**config.mk**
```make
export PLATFORM = sky130hd
export DESIGN_NAME = keypad_door_lock_controller
export DESIGN_NICKNAME = d
export VERILOG_FILES = /design/src/kdl_pkg.sv /design/src/kdl_core.sv /design/src/kdl_out.sv /design/src/keypad_door_lock_controller.sv
export SDC_FILE = /design/constraint.sdc
export NUM_CORES = 1
export LEC_CHECK = 0
export BUFFER_PORTS_ARGS = -buffer_cell sky130_fd_sc_hd__buf_2
export CAP_MARGIN = 20
export CORE_MARGIN = 1.5
export CORE_UTILIZATION = 45
export DETAILED_ROUTE_END_ITERATION = 8
export GPL_TIMING_DRIVEN = 0
export MAX_ROUTING_LAYER = met4
export SETUP_SLACK_MARGIN = 0.5
export SYNTH_ARGS = -nofsm -noshare
export SYNTH_HDL_FRONTEND = slang
export SYNTH_SLANG_ARGS = --single-unit
```
**constraint.sdc**
```tcl
create_clock -name clk -period 6.8 [get_ports clk]
set_clock_uncertainty 0.15 [all_clocks]
set_input_delay 1.36 -clock clk [delete_from_list [all_inputs] [get_ports clk]]
set_output_delay 1.36 -clock clk [all_outputs]
set_load 0.005 [all_outputs]
```
**src/kdl_pkg.sv**
```systemverilog
`timescale 1ns / 1ps

package kdl_pkg;

    // Default code length in digits.
    localparam int CODE_LENGTH_DEF = 5;

    // Register reset values.
    localparam logic [7:0] MOTOR_SECONDS_RST   = 8'd15;
    localparam logic [7:0] ALARM_SECONDS_RST   = 8'd60;
    localparam logic [7:0] LOCKOUT_SECONDS_RST = 8'd60;
    localparam logic [3:0] MAX_FAULTS_RST      = 4'd3;

    // Register indexes on the configuration port.
    localparam logic [1:0] CFG_MOTOR_SECONDS   = 2'd0;
    localparam logic [1:0] CFG_ALARM_SECONDS   = 2'd1;
    localparam logic [1:0] CFG_LOCKOUT_SECONDS = 2'd2;
    localparam logic [1:0] CFG_MAX_FAULTS      = 2'd3;

    // Sync bytes exchanged with the keypad unit.
    localparam logic [7:0] SYNC_PARTNER_READY = 8'h01;
    localparam logic [7:0] SYNC_SELF_READY    = 8'h10;
    localparam logic [7:0] SYNC_ENTER         = 8'h02;
    localparam logic [7:0] SYNC_CONFIRM       = 8'h03;
    localparam logic [7:0] SYNC_STEP          = 8'h03;
    localparam logic [7:0] SYNC_OPEN          = 8'h04;
    localparam logic [7:0] SYNC_CLOSE         = 8'h05;
    localparam logic [7:0] SYNC_MAIN          = 8'h06;
    localparam logic [7:0] SYNC_FAULT         = 8'h11;

    // Key choices.
    localparam logic [7:0] KEY_OPEN   = 8'h2A;
    localparam logic [7:0] KEY_CHANGE = 8'h23;

    // Result slot selectors.
    localparam logic [1:0] SLOT_0 = 2'd0;
    localparam logic [1:0] SLOT_1 = 2'd1;
    localparam logic [1:0] SLOT_2 = 2'd2;

    localparam logic [1:0] COUNT_ONE   = 2'd1;
    localparam logic [1:0] COUNT_TWO   = 2'd2;
    localparam logic [1:0] COUNT_THREE = 2'd3;

    typedef enum logic [8:0] {
        PH_WAIT    = 9'b000000001,
        PH_FIRST   = 9'b000000010,
        PH_CONFIRM = 9'b000000100,
        PH_KEY     = 9'b000001000,
        PH_ENTRY   = 9'b000010000,
        PH_OPENING = 9'b000100000,
        PH_CLOSING = 9'b001000000,
        PH_ALARM   = 9'b010000000,
        PH_LOCKOUT = 9'b100000000
    } phase_t;

    // All result beats caused by one input item.
    typedef struct packed {
        logic [1:0]      count;
        logic            has_tx;
        logic [7:0]      byte2;
        logic [7:0]      byte1;
        logic [7:0]      byte0;
        logic            motor_open;
        logic            motor_close;
        logic            buzzer;
    } pkt_t;

endpackage

```
**src/kdl_core.sv**
```systemverilog
`timescale 1ns / 1ps

module kdl_core #(
    parameter int CODE_LENGTH = kdl_pkg::CODE_LENGTH_DEF
) (
    input  logic          clk,
    input  logic          rst_n,
    input  logic          in_acc,
    input  logic          command,
    input  logic [7:0]    rx_byte,
    input  logic [7:0]    motor_seconds,
    input  logic [7:0]    alarm_seconds,
    input  logic [7:0]    lockout_seconds,
    input  logic [3:0]    max_faults,
    output kdl_pkg::pkt_t pkt
);

    localparam int CNT_W = $clog2(CODE_LENGTH + 1);
    localparam int IDX_W = (CODE_LENGTH > 1) ? $clog2(CODE_LENGTH) : 1;
    localparam logic [CNT_W-1:0] CODE_LEN_C = CNT_W'(CODE_LENGTH);

    kdl_pkg::phase_t  phase_reg, phase_next;
    logic [CNT_W-1:0] digit_index_reg, digit_index_next;
    logic             mismatch_seen_reg, mismatch_seen_next;
    logic [3:0]       fault_count_reg, fault_count_next;
    logic [7:0]       tick_count_reg, tick_count_next;
    logic [7:0]       chosen_key_reg, chosen_key_next;
    logic [7:0]       first_entry_reg [CODE_LENGTH];
    logic [7:0]       stored_code_reg [CODE_LENGTH];

    logic             first_we;
    logic             copy_en;
    logic [7:0]       tick_inc;
    logic [3:0]       fault_inc;
    logic [CNT_W-1:0] digit_inc;
    logic             digit_ok;
    logic             code_done;
    logic [IDX_W-1:0] rd_idx;
    logic             first_diff;
    logic             stored_diff;

    assign rd_idx      = digit_index_reg[IDX_W-1:0];
    assign digit_ok    = digit_index_reg < CODE_LEN_C;
    assign digit_inc   = digit_index_reg + CNT_W'(1);
    assign code_done   = digit_inc >= CODE_LEN_C;
    assign first_diff  = digit_ok && (first_entry_reg[rd_idx] != rx_byte);
    assign stored_diff = digit_ok && (stored_code_reg[rd_idx] != rx_byte);
    assign tick_inc    = (tick_count_reg == 8'hFF) ? tick_count_reg : tick_count_reg + 8'd1;
    assign fault_inc   = (fault_count_reg == 4'hF) ? fault_count_reg
                                                   : fault_count_reg + 4'd1;

    always_comb
    begin
        phase_next         = phase_reg;
        digit_index_next   = digit_index_reg;
        mismatch_seen_next = mismatch_seen_reg;
        fault_count_next   = fault_count_reg;
        tick_count_next    = tick_count_reg;
        chosen_key_next    = chosen_key_reg;
        first_we           = 1'b0;
        copy_en            = 1'b0;
        pkt                = '0;
        pkt.count          = kdl_pkg::COUNT_ONE;

        if (command)
        begin
            case (phase_reg)
                kdl_pkg::PH_OPENING:
                begin
                    tick_count_next = tick_inc;
                    if (tick_inc >= motor_seconds)
                    begin
                        phase_next      = kdl_pkg::PH_CLOSING;
                        tick_count_next = 8'd0;
                        pkt.has_tx      = 1'b1;
                        pkt.byte0       = kdl_pkg::SYNC_CLOSE;
                    end
                end
                kdl_pkg::PH_CLOSING:
                begin
                    tick_count_next = tick_inc;
                    if (tick_inc >= motor_seconds)
                    begin
                        tick_count_next    = 8'd0;
                        fault_count_next   = 4'd0;
                        phase_next         = kdl_pkg::PH_KEY;
                        digit_index_next   = '0;
                        mismatch_seen_next = 1'b0;
                        pkt.has_tx         = 1'b1;
                        pkt.count          = kdl_pkg::COUNT_TWO;
                        pkt.byte0          = kdl_pkg::SYNC_STEP;
                        pkt.byte1          = kdl_pkg::SYNC_MAIN;
                    end
                end
                kdl_pkg::PH_ALARM:
                begin
                    tick_count_next = tick_inc;
                    if (tick_inc >= alarm_seconds)
                    begin
                        phase_next      = kdl_pkg::PH_LOCKOUT;
                        tick_count_next = 8'd0;
                        pkt.has_tx      = 1'b1;
                        pkt.byte0       = kdl_pkg::SYNC_FAULT;
                    end
                end
                kdl_pkg::PH_LOCKOUT:
                begin
                    tick_count_next = tick_inc;
                    if (tick_inc >= lockout_seconds)
                    begin
                        tick_count_next    = 8'd0;
                        fault_count_next   = 4'd0;
                        phase_next         = kdl_pkg::PH_KEY;
                        digit_index_next   = '0;
                        mismatch_seen_next = 1'b0;
                        pkt.has_tx         = 1'b1;
                        pkt.count          = kdl_pkg::COUNT_THREE;
                        pkt.byte0          = kdl_pkg::SYNC_MAIN;
                        pkt.byte1          = kdl_pkg::SYNC_STEP;
                        pkt.byte2          = kdl_pkg::SYNC_MAIN;
                    end
                end
                default:
                begin
                end
            endcase
        end
        else
        begin
            case (phase_reg)
                kdl_pkg::PH_WAIT:
                begin
                    if (rx_byte == kdl_pkg::SYNC_PARTNER_READY)
                    begin
                        phase_next         = kdl_pkg::PH_FIRST;
                        digit_index_next   = '0;
                        mismatch_seen_next = 1'b0;
                        pkt.has_tx         = 1'b1;
                        pkt.count          = kdl_pkg::COUNT_TWO;
                        pkt.byte0          = kdl_pkg::SYNC_SELF_READY;
                        pkt.byte1          = kdl_pkg::SYNC_ENTER;
                    end
                end
                kdl_pkg::PH_FIRST:
                begin
                    first_we         = digit_ok;
                    digit_index_next = digit_inc;
                    if (code_done)
                    begin
                        phase_next         = kdl_pkg::PH_CONFIRM;
                        digit_index_next   = '0;
                        mismatch_seen_next = 1'b0;
                        pkt.has_tx         = 1'b1;
                        pkt.byte0          = kdl_pkg::SYNC_CONFIRM;
                    end
                end
                kdl_pkg::PH_CONFIRM:
                begin
                    mismatch_seen_next = mismatch_seen_reg | first_diff;
                    digit_index_next   = digit_inc;
                    if (code_done)
                    begin
                        digit_index_next   = '0;
                        mismatch_seen_next = 1'b0;
                        pkt.has_tx         = 1'b1;
                        if (mismatch_seen_reg | first_diff)
                        begin
                            phase_next = kdl_pkg::PH_FIRST;
                            pkt.byte0  = kdl_pkg::SYNC_ENTER;
                        end
                        else
                        begin
                            copy_en          = 1'b1;
                            fault_count_next = 4'd0;
                            phase_next       = kdl_pkg::PH_KEY;
                            pkt.count        = kdl_pkg::COUNT_TWO;
                            pkt.byte0        = kdl_pkg::SYNC_STEP;
                            pkt.byte1        = kdl_pkg::SYNC_MAIN;
                        end
                    end
                end
                kdl_pkg::PH_KEY:
                begin
                    chosen_key_next    = rx_byte;
                    phase_next         = kdl_pkg::PH_ENTRY;
                    digit_index_next   = '0;
                    mismatch_seen_next = 1'b0;
                end
                kdl_pkg::PH_ENTRY:
                begin
                    mismatch_seen_next = mismatch_seen_reg | stored_diff;
                    digit_index_next   = digit_inc;
                    if (code_done)
                    begin
                        if (!(mismatch_seen_reg | stored_diff))
                        begin
                            fault_count_next = 4'd0;
                            pkt.has_tx       = 1'b1;
                            if (chosen_key_reg == kdl_pkg::KEY_OPEN)
                            begin
                                phase_next      = kdl_pkg::PH_OPENING;
                                tick_count_next = 8'd0;
                                pkt.byte0       = kdl_pkg::SYNC_OPEN;
                            end
                            else if (chosen_key_reg == kdl_pkg::KEY_CHANGE)
                            begin
                                phase_next         = kdl_pkg::PH_FIRST;
                                digit_index_next   = '0;
                                mismatch_seen_next = 1'b0;
                                pkt.byte0          = kdl_pkg::SYNC_ENTER;
                            end
                            else
                            begin
                                phase_next         = kdl_pkg::PH_KEY;
                                digit_index_next   = '0;
                                mismatch_seen_next = 1'b0;
                                pkt.count          = kdl_pkg::COUNT_TWO;
                                pkt.byte0          = kdl_pkg::SYNC_STEP;
                                pkt.byte1          = kdl_pkg::SYNC_MAIN;
                            end
                        end
                        else
                        begin
                            fault_count_next = fault_inc;
                            if (fault_inc >= max_faults)
                            begin
                                // The alarm starts silently on the sync channel.
                                phase_next      = kdl_pkg::PH_ALARM;
                                tick_count_next = 8'd0;
                            end
                            else
                            begin
                                phase_next         = kdl_pkg::PH_KEY;
                                digit_index_next   = '0;
                                mismatch_seen_next = 1'b0;
                                pkt.has_tx         = 1'b1;
                                pkt.count          = kdl_pkg::COUNT_TWO;
                                pkt.byte0          = kdl_pkg::SYNC_STEP;
                                pkt.byte1          = kdl_pkg::SYNC_MAIN;
                            end
                        end
                    end
                end
                default:
                begin
                end
            endcase
        end

        // Output levels always follow the phase the item leaves behind.
        pkt.motor_open  = (phase_next == kdl_pkg::PH_OPENING);
        pkt.motor_close = (phase_next == kdl_pkg::PH_CLOSING);
        pkt.buzzer      = (phase_next == kdl_pkg::PH_ALARM);
    end

    always_ff @(posedge clk or negedge rst_n)
    begin
        if (!rst_n)
        begin
            phase_reg         <= kdl_pkg::PH_WAIT;
            digit_index_reg   <= '0;
            mismatch_seen_reg <= 1'b0;
            fault_count_reg   <= 4'd0;
            tick_count_reg    <= 8'd0;
        end
        else if (in_acc)
        begin
            phase_reg         <= phase_next;
            digit_index_reg   <= digit_index_next;
            mismatch_seen_reg <= mismatch_seen_next;
            fault_count_reg   <= fault_count_next;
            tick_count_reg    <= tick_count_next;
        end
    end

    always_ff @(posedge clk)
    begin
        if (in_acc)
        begin
            chosen_key_reg <= chosen_key_next;
            if (first_we)
            begin
                first_entry_reg[rd_idx] <= rx_byte;
            end
            if (copy_en)
            begin
                stored_code_reg <= first_entry_reg;
            end
        end
    end

endmodule

```
**src/kdl_out.sv**
```systemverilog
`timescale 1ns / 1ps

module kdl_out (
    input  logic          clk,
    input  logic          rst_n,
    input  logic          in_acc,
    input  kdl_pkg::pkt_t new_pkt,
    output logic          in_stall,
    output logic          out_valid,
    input  logic          out_stall,
    output logic          tx_valid,
    output logic [7:0]    tx_byte,
    output logic          motor_open,
    output logic          motor_close,
    output logic          buzzer,
    output logic          last
);

    kdl_pkg::pkt_t cur_reg, cur_next;
    kdl_pkg::pkt_t pend_reg, pend_next;
    logic          cur_valid_reg, cur_valid_next;
    logic          pend_valid_reg, pend_valid_next;
    logic [1:0]    slot_reg, slot_next;
    logic          beat;
    logic          last_beat;
    logic          cur_free;

    assign last_beat = (slot_reg == (cur_reg.count - 2'd1));
    assign beat      = cur_valid_reg && !out_stall;
    assign cur_free  = !cur_valid_reg || (beat && last_beat);

    always_comb
    begin
        cur_next        = cur_reg;
        pend_next       = pend_reg;
        cur_valid_next  = cur_valid_reg;
        pend_valid_next = pend_valid_reg;
        slot_next       = slot_reg;

        if (cur_free)
        begin
            slot_next = kdl_pkg::SLOT_0;
            if (pend_valid_reg)
            begin
                cur_next        = pend_reg;
                cur_valid_next  = 1'b1;
                pend_valid_next = 1'b0;
            end
            else if (in_acc)
            begin
                cur_next       = new_pkt;
                cur_valid_next = 1'b1;
            end
            else
            begin
                cur_valid_next = 1'b0;
            end
        end
        else
        begin
            if (beat)
            begin
                slot_next = slot_reg + 2'd1;
            end
            if (in_acc)
            begin
                pend_next       = new_pkt;
                pend_valid_next = 1'b1;
            end
        end
    end

    always_ff @(posedge clk or negedge rst_n)
    begin
        if (!rst_n)
        begin
            cur_valid_reg  <= 1'b0;
            pend_valid_reg <= 1'b0;
            slot_reg       <= kdl_pkg::SLOT_0;
        end
        else
        begin
            cur_valid_reg  <= cur_valid_next;
            pend_valid_reg <= pend_valid_next;
            slot_reg       <= slot_next;
        end
    end

    always_ff @(posedge clk)
    begin
        cur_reg  <= cur_next;
        pend_reg <= pend_next;
    end

    always_comb
    begin
        case (slot_reg)
            kdl_pkg::SLOT_0: tx_byte = cur_reg.byte0;
            kdl_pkg::SLOT_1: tx_byte = cur_reg.byte1;
            kdl_pkg::SLOT_2: tx_byte = cur_reg.byte2;
            default:         tx_byte = 8'd0;
        endcase
    end

    assign in_stall    = pend_valid_reg;
    assign out_valid   = cur_valid_reg;
    assign tx_valid    = cur_reg.has_tx;
    assign motor_open  = cur_reg.motor_open;
    assign motor_close = cur_reg.motor_close;
    assign buzzer      = cur_reg.buzzer;
    assign last        = last_beat;

endmodule

```
**src/keypad_door_lock_controller.sv**
```systemverilog
`timescale 1ns / 1ps
// Result beats are shown from the output packet register. Throughput: one item per cycle
// while each item yields one beat and out_stall is low; an item that yields more beats
// (up to three) holds the result port until its last beat has left the one-beat-per-cycle
// output register. A second packet register takes one more item meanwhile; input beats
// after that are stalled until the current packet has left and the waiting one moves up.
// Reset: rst_n is asynchronous and active low; it returns the lock to waiting for the
// partner's ready byte and loads the registers with 15, 60, 60 and 3.

module keypad_door_lock_controller #(
    parameter int CODE_LENGTH = kdl_pkg::CODE_LENGTH_DEF
) (
    input  logic       clk,
    input  logic       rst_n,

    // Input channel: received bytes and one-second ticks.
    input  logic       in_valid,
    output logic       in_stall,
    input  logic       command,
    input  logic [7:0] rx_byte,

    // Result channel.
    output logic       out_valid,
    input  logic       out_stall,
    output logic       tx_valid,
    output logic [7:0] tx_byte,
    output logic       motor_open,
    output logic       motor_close,
    output logic       buzzer,
    output logic       last,

    // Configuration write channel.
    input  logic       cfg_valid,
    output logic       cfg_ready,
    input  logic [1:0] cfg_index,
    input  logic [7:0] cfg_data
);

    logic [7:0]    motor_seconds_reg;
    logic [7:0]    alarm_seconds_reg;
    logic [7:0]    lockout_seconds_reg;
    logic [3:0]    max_faults_reg;
    logic          in_acc;
    kdl_pkg::pkt_t core_pkt;

    // Always writable: the user must write only while the lock is idle; not enforced.
    assign cfg_ready = 1'b1;

    always_ff @(posedge clk or negedge rst_n)
    begin
        if (!rst_n)
        begin
            motor_seconds_reg   <= kdl_pkg::MOTOR_SECONDS_RST;
            alarm_seconds_reg   <= kdl_pkg::ALARM_SECONDS_RST;
            lockout_seconds_reg <= kdl_pkg::LOCKOUT_SECONDS_RST;
            max_faults_reg      <= kdl_pkg::MAX_FAULTS_RST;
        end
        else if (cfg_valid && cfg_ready)
        begin
            case (cfg_index)
                kdl_pkg::CFG_MOTOR_SECONDS:   motor_seconds_reg   <= cfg_data;
                kdl_pkg::CFG_ALARM_SECONDS:   alarm_seconds_reg   <= cfg_data;
                kdl_pkg::CFG_LOCKOUT_SECONDS: lockout_seconds_reg <= cfg_data;
                kdl_pkg::CFG_MAX_FAULTS:      max_faults_reg      <= cfg_data[3:0];
                default:
                begin
                end
            endcase
        end
    end

    // An input beat is taken whenever the pending packet slot is free. The core
    // decides the whole item in that cycle: it updates the phase, the digit
    // counter, the fault and tick counters and the code stores, and builds the
    // packet of sync bytes and output levels that the item causes.
    assign in_acc = in_valid && !in_stall;

    kdl_core #(
        .CODE_LENGTH (CODE_LENGTH)
    ) u_core (
        .clk             (clk),
        .rst_n           (rst_n),
        .in_acc          (in_acc),
        .command         (command),
        .rx_byte         (rx_byte),
        .motor_seconds   (motor_seconds_reg),
        .alarm_seconds   (alarm_seconds_reg),
        .lockout_seconds (lockout_seconds_reg),
        .max_faults      (max_faults_reg),
        .pkt             (core_pkt)
    );

    // The output stage plays each packet out one beat per cycle while out_stall is low and
    // marks the final beat of every item with last. A second packet register lets the
    // next item be accepted while the current one still waits on the port.
    kdl_out u_out (
        .clk         (clk),
        .rst_n       (rst_n),
        .in_acc      (in_acc),
        .new_pkt     (core_pkt),
        .in_stall    (in_stall),
        .out_valid   (out_valid),
        .out_stall   (out_stall),
        .tx_valid    (tx_valid),
        .tx_byte     (tx_byte),
        .motor_open  (motor_open),
        .motor_close (motor_close),
        .buzzer      (buzzer),
        .last        (last)
    );

endmodule
```
* After elaboration in Yosys (flattened, before gate mapping)
Cells that the tools add are included.
** Storage, ports and cells
- Bits in registers :: 205
- Bits in latches :: 0
- Memory bits (writable) :: 0
- ROM bits :: 0
- Input port bits :: 24
- Output and inout port bits :: 16
- Logic and storage cells :: 251
- Memories :: 0
** Cells by class
- $add $sub $neg :: 5
- Multipliers :: 0
- Divide/modulo/power cells :: 0
- Magnitude comparators :: 8
- Eq/ne operators :: 35
- Shift operators :: 0
- Mux-type cells :: 123
- Bitwise operators :: 5
- Reduce and logical (&&, ||, !) cells :: 36
** Operators by type and width (count)
- 8-bit 2-to-1 mux :: 19
- 9-bit 2-to-1 mux :: 11
- 8-bit one-hot mux with 3 select lines :: 3
- 8-bit one-hot mux with 4 select lines :: 2
- 3-bit 2-to-1 mux :: 20
- 30-bit 2-to-1 mux :: 2
- 8-bit binary-select mux with 3-bit select :: 2
- 16-bit 2-to-1 mux :: 3
- 9-bit one-hot mux with 5 select lines :: 1
- 40-bit bitwise mux :: 1
- 4-bit 2-to-1 mux :: 10
- 9-bit one-hot mux with 4 select lines :: 1
- 11-bit 2-to-1 mux :: 3
- 27-bit 2-to-1 mux :: 1
- 8-bit demux with 3-bit select :: 1
- 8-bit >= comparator :: 3
- 1-bit 2-to-1 mux :: 24
- 9-bit by 6-bit == test with 1-bit output (second input constant) :: 2
- 9-bit by 7-bit == test with 1-bit output (second input constant) :: 2
- 9-bit by 8-bit == test with 1-bit output (second input constant) :: 2
- 3-bit by 2-bit inequality test with 1-bit output (second input constant) :: 6
- 8-bit by 6-bit == test with 1-bit output (second input constant) :: 2
- 8-bit inequality test :: 2
- 4-bit one-hot mux with 2 select lines :: 2
- other kinds (53) :: 87

* Depth between registers and ports, before layout
- Depth in word-level cells :: 14
- Depth in mapped cells :: 18
- Depth with buffers taken out :: 18

* By module
From an unflattened synthesis, not the netlist that was laid out.
** Unflattened totals
- Cells, all modules :: 862
- Area, all modules :: 10595.2 µm²
** By module, submodules not included
- kdl_core :: times used 1, cells each 657, area each 6930.4 µm², sequential area each 3269.4 µm²
- kdl_out :: times used 1, cells each 142, area each 2567.5 µm², sequential area each 1901.8 µm²
- keypad_door_lock_controller :: times used 1, cells each 63, area each 1097.3 µm², sequential area each 718.2 µm²

* Worst setup path after synthesis
OpenSTA, ideal clock, no wires.
- Path type :: input to register
- Start :: input rx_byte[2]
- End :: register u_core.stored_code_reg[0] (netlist bit) (enable)
- Library setup time :: 437 ps
- Data arrival time :: 4192 ps
- Data required time :: 6213 ps
- Slack :: 2021 ps
- Stages :: 5
- Path buffers :: 0
- Cell sequence :: xor2_1 > nor4_2 > a22oi_2 > or4_4 > nor2_1
** On the way
- Longest elaborated chain between the ends :: 8
** Ends and longest elaborated chain
- start: declaration :: line keypad_door_lock_controller.sv:20 : input logic [7:0] rx_byte,
- 8-bit inequality test :: line kdl_core.sv:46 : assign first_diff = digit_ok && (first_entry_reg[rd_idx] != rx_byte);
- 1-bit logical AND :: line kdl_core.sv:46
- 1-bit OR :: line kdl_core.sv:166 : if (mismatch_seen_reg | first_diff)
- 1-bit 2-to-1 mux :: line kdl_core.sv:166
- 1-bit 2-to-1 mux :: line kdl_core.sv:161 : if (code_done)
- 1-bit 2-to-1 mux :: line kdl_core.sv:130 : case (phase_reg)
- 1-bit 2-to-1 mux :: line kdl_core.sv:65 : if (command)
- 2-bit AND reduction (no line)
- end signal: assignment :: line kdl_core.sv:287 : stored_code_reg <= first_entry_reg;
- end: declaration :: line kdl_core.sv:29 : logic [7:0] stored_code_reg [CODE_LENGTH];
Every way passes these cells.
A chain may end at the register's enable or synchronous reset.

* Worst setup path after layout
- Start :: register u_core.tick_count_reg[0]
- End :: register u_out.cur_reg (netlist bit u_out.motor_open) (data pin)
** On the way
- Longest elaborated chain between the ends :: 9
- Elaborated cells between the ends (all ways) :: 15
- Those cells by class :: add/sub (1); order compare (3); eq/ne (2); mux (9)
** Ends and longest elaborated chain
- start: declaration :: line kdl_core.sv:26 : logic [7:0] tick_count_reg, tick_count_next;
- start signal: assignment :: line kdl_core.sv:272 : tick_count_reg <= tick_count_next;
- 8-bit by 1-bit adder with 8-bit output or 8-bit == test (tied branches) :: line kdl_core.sv:48 : assign tick_inc = (tick_count_reg == 8'hFF) ? tick_count_reg : tick_count_reg + 8'd1;
- 8-bit 2-to-1 mux * :: line kdl_core.sv:48
- 8-bit >= comparator (on tied branches)
- 9-bit 2-to-1 mux (on tied branches)
- 9-bit one-hot mux with 4 select lines * :: line kdl_core.sv:67 : case (phase_reg)
- 9-bit 2-to-1 mux * :: line kdl_core.sv:65
- 9-bit by 6-bit == test with 1-bit output * :: line kdl_core.sv:251 : pkt.motor_open = (phase_next == kdl_pkg::PH_OPENING);
- 30-bit 2-to-1 mux * :: line kdl_out.sv:49 : else if (in_acc)
- 30-bit 2-to-1 mux * :: line kdl_out.sv:43 : if (pend_valid_reg)
- end signal: assignment :: line kdl_out.sv:91 : cur_reg <= cur_next;
- end: declaration :: line kdl_out.sv:19 : kdl_pkg::pkt_t cur_reg, cur_next;
Mark *: on every way between the ends. The rest lies on a longest branch, timed or not. The select of a mux whose other input is x is not followed.

==> impl_metrics.py <==
metrics = {
    "sta": {
        "finalCritPeriodShare_pct": 76.4,
        "fin_hold_ws_ns": 0.297,
        "maxSlewViolCount": 0,
        "finalSetupViolations": 0,
        "worst_pin_slew_ns": 1.03,
        "period_needed_ns": 5.19,
        "grt_setup_unrepaired": "no",
        "hold_violations": 0,
        "relSlewSlack_pct": 31.0,
        "finalSetupTns_ns": 0,
        "fmax_ghz": 0.193,
    },
    "clock_network": {
        "clockBufferDepth": 2,
        "clock-sinks": 171,
        "ctsResizeCount": 0,
        "h-tree-depth": 4,
        "root_buffer": "clkbuf_16",
        "cts_tree": "done",
        "clk_pin_slew_ns": 0.07,
        "cts_setup_buffers": 0,
        "cts_buffers": 17,
        "clock_latency_ns": 0.43,
        "cts_hold_buf": 0,
    },
    "cells_and_area": {
        "drive_gt1_share_pct": 19.2,
        "final_cells": 1107,
        "n_fill_cell": 1733,
        "area_growth_pct": 13.0,
        "diodes": 0,
        "nets": 884,
        "fin_util_pct": 51.5,
        "final_cell_area_um2": 10400,
    },
    "critical_path": {
        "endpoint_kind": "register",
        "crit_required_ns": 6.85,
        "startpoint_type": "register",
        "crit_type": "register to register",
        "cp.arrival_ns": 5.24,
        "critPathMaxFanout": 8,
    },
    "hold_path": {
        "holdCritPathClass": "register to register",
    },
    "drt": {
        "ant_nets": 0,
        "first_iter_violations": 483,
        "wl_per_cell_um": 19.3,
        "routed_wirelength_um": 21300,
        "viasPerCell": 5.68,
        "dr.pass1.iters": 5,
        "drc": 0,
        "routed-via-count": 6288,
    },
    "synth": {
        "yosysWarnings": 0,
        "ys_async_sr_fraction_pct": 33.3,
        "ys_ff_latch": 171,
        "yosysMostFrequentCell": "edfxtp_1",
        "synth_edf_count": 114,
        "synth.distinct_cells": 86,
        "synth_area_leaders": "edfxtp_1, dfrtp_1, ha_1, mux2i_1, dfstp_2",
        "synthFlopType": "edfxtp_1",
        "synth_top_family_by_area": "simple AND/OR/NAND/NOR gates",
        "yosys.area_share.simple_pct": 13.7,
        "synth_compound_area_share_pct": 12.1,
        "synth_common_cells": "edfxtp_1, nand2_1, inv_1",
        "syn_inst": 764,
        "synth_adder_area_share_pct": 4.91,
        "ys_seq_area_share_pct": 53.1,
        "synth_xor_area_share_pct": 2.48,
        "synth_top_area_share_pct": 37.4,
        "synthMuxAreaShare_pct": 7.93,
        "syn_area_per_cell_um2": 12.0,
        "yosys.area.top_type": "edfxtp_1",
        "synthesis.area_um2": 9170,
    },
    "flow_run": {
        "cap_violations": 0,
    },
    "global_routing": {
        "gr-total-overflow": 0,
        "grt_pass1_wl_um": 33900,
        "grt_pass1_vias": 6220,
        "grt_max_degree": 35,
        "grt_util_all_layers_pct": 21.3,
        "antenna_found_initial": 0,
    },
    "power": {
        "ir_drop_uv": 181,
        "power_per_cell_area_nw_per_um2": 272,
        "power.leakage_uw": 0.00386,
    },
    "floorplanning": {
        "core_area_um2": 20100,
        "dieArea_um2": 21200,
        "die_h_um": 146,
        "start_util_pct": 45.6,
        "rows": 52,
        "io_pins": 40,
        "die_w_um": 146,
    },
    "placement": {
        "port_buffers": 33,
        "place_area_um2": 9790,
        "routabilityCongestion": 0.872,
        "hpwl_um": 15400,
        "dp.cells": 1075,
    },
    "outcome": {
        "outcome": "finished clean",
    },
}
[report_power, final]
part	switching, uW	internal [uW]
Sequential	47.2	1210
Clock	430	525
Combinational	348	258
Total	825	1990
[cell usage in the layout (no fill, tap or decap), types with 8 or more instances in the layout]
cell         n
edfxtp_1   114
nand2_1     57
inv_1       50
dfrtp_1     42
nor2_1      41
mux2i_1     40
buf_2       37
ha_1        36
mux2_2      29
o21ai_0     27
a21oi_1     18
a21o_1      17
xor2_1      17
clkbuf_16   17
o221ai_1    16
clkbuf_1    15
nand4bb_1   15
dfstp_2     15
nand2b_1    13
nor3_1      13
buf_4       10
xnor2_1      9
nor4_1       8
[final cells by class]
| class | count | area, um^2 | share of cell area [%] |
|---|---|---|---|
| plain buffers | 41 | 332 | 3.20 |
| clock buffers | 19 | 443 | 4.28 |
| clock inverters | 13 | 131 | 1.27 |
| inverters | 51 | 191 | 1.85 |
| multi-input cells | 504 | 3820 | 36.9 |
| flip-flops and latches | 171 | 4870 | 47.0 |
| well taps | 270 | 338 | 3.26 |
| repair buffers | 38 | 235 | 2.27 |
[logic make-up after synthesis]
group,Yosys count
compound gates,150
xor+xnor,26
fa+ha+maj,36
buf+inv,92
flops,171
mux,69
other cells,2
simple gates,218
[final timing paths]
check,to,cells after the start,slack [ns],start
max in group asynchronous,lockout_seconds_reg[2]$_DFFE_PN1P_,2,4.90,rst_n
min,u_core.stored_code_reg[8]$_DFFE_PP_,0,0.30,u_core.first_entry_reg[8]$_DFFE_PP_
max,u_out.motor_open$_DFFE_PP_,16,1.61,u_core.tick_count_reg[0]$_DFFE_PN0P_
min in group asynchronous,u_core.phase_reg[5]$_DFFE_PN0P_,1,0.88,rst_n
max reg2reg,u_out.motor_open$_DFFE_PP_,16,1.61,u_core.tick_count_reg[0]$_DFFE_PN0P_
min reg2reg,u_core.stored_code_reg[8]$_DFFE_PP_,0,0.30,u_core.first_entry_reg[8]$_DFFE_PP_
[per-stage QoR]
step	setup WS (ns)	total power [uW]
2_1_floorplan	2.02	1680
3_3_place_gp	0.988	1850
3_5_place_dp	1.71	1880
4_1_cts	1.64	2830
5_1_grt	1.32	2940
6_report	1.61	2810
[per-layer routing]
metal | wire length [um] | track usage [%]
met1 | 10100 | 28.7
met2 | 9850 | 32.7
met3 | 877 | 3.10
met4 | 545 | 8.37
met5 | 0 | -
[worst max-delay path, cell delays in order, from the launching register on]
cell	delay, ns
dfrtp_1	0.45
ha_1	0.24
and2_1	0.21
and2_1	0.19
nand2_1	0.22
nand4_1	0.27
nor3_1	0.25
xnor2_1	0.29
ha_1	0.34
a21o_1	0.16
a221o_1	0.39
o21a_1	0.26
nor3_1	0.25
o221a_2	0.22
nand4b_1	0.18
nand4bb_1	0.36
o41ai_1	0.51
Note: power is estimated with default switching activity, not from simulation.
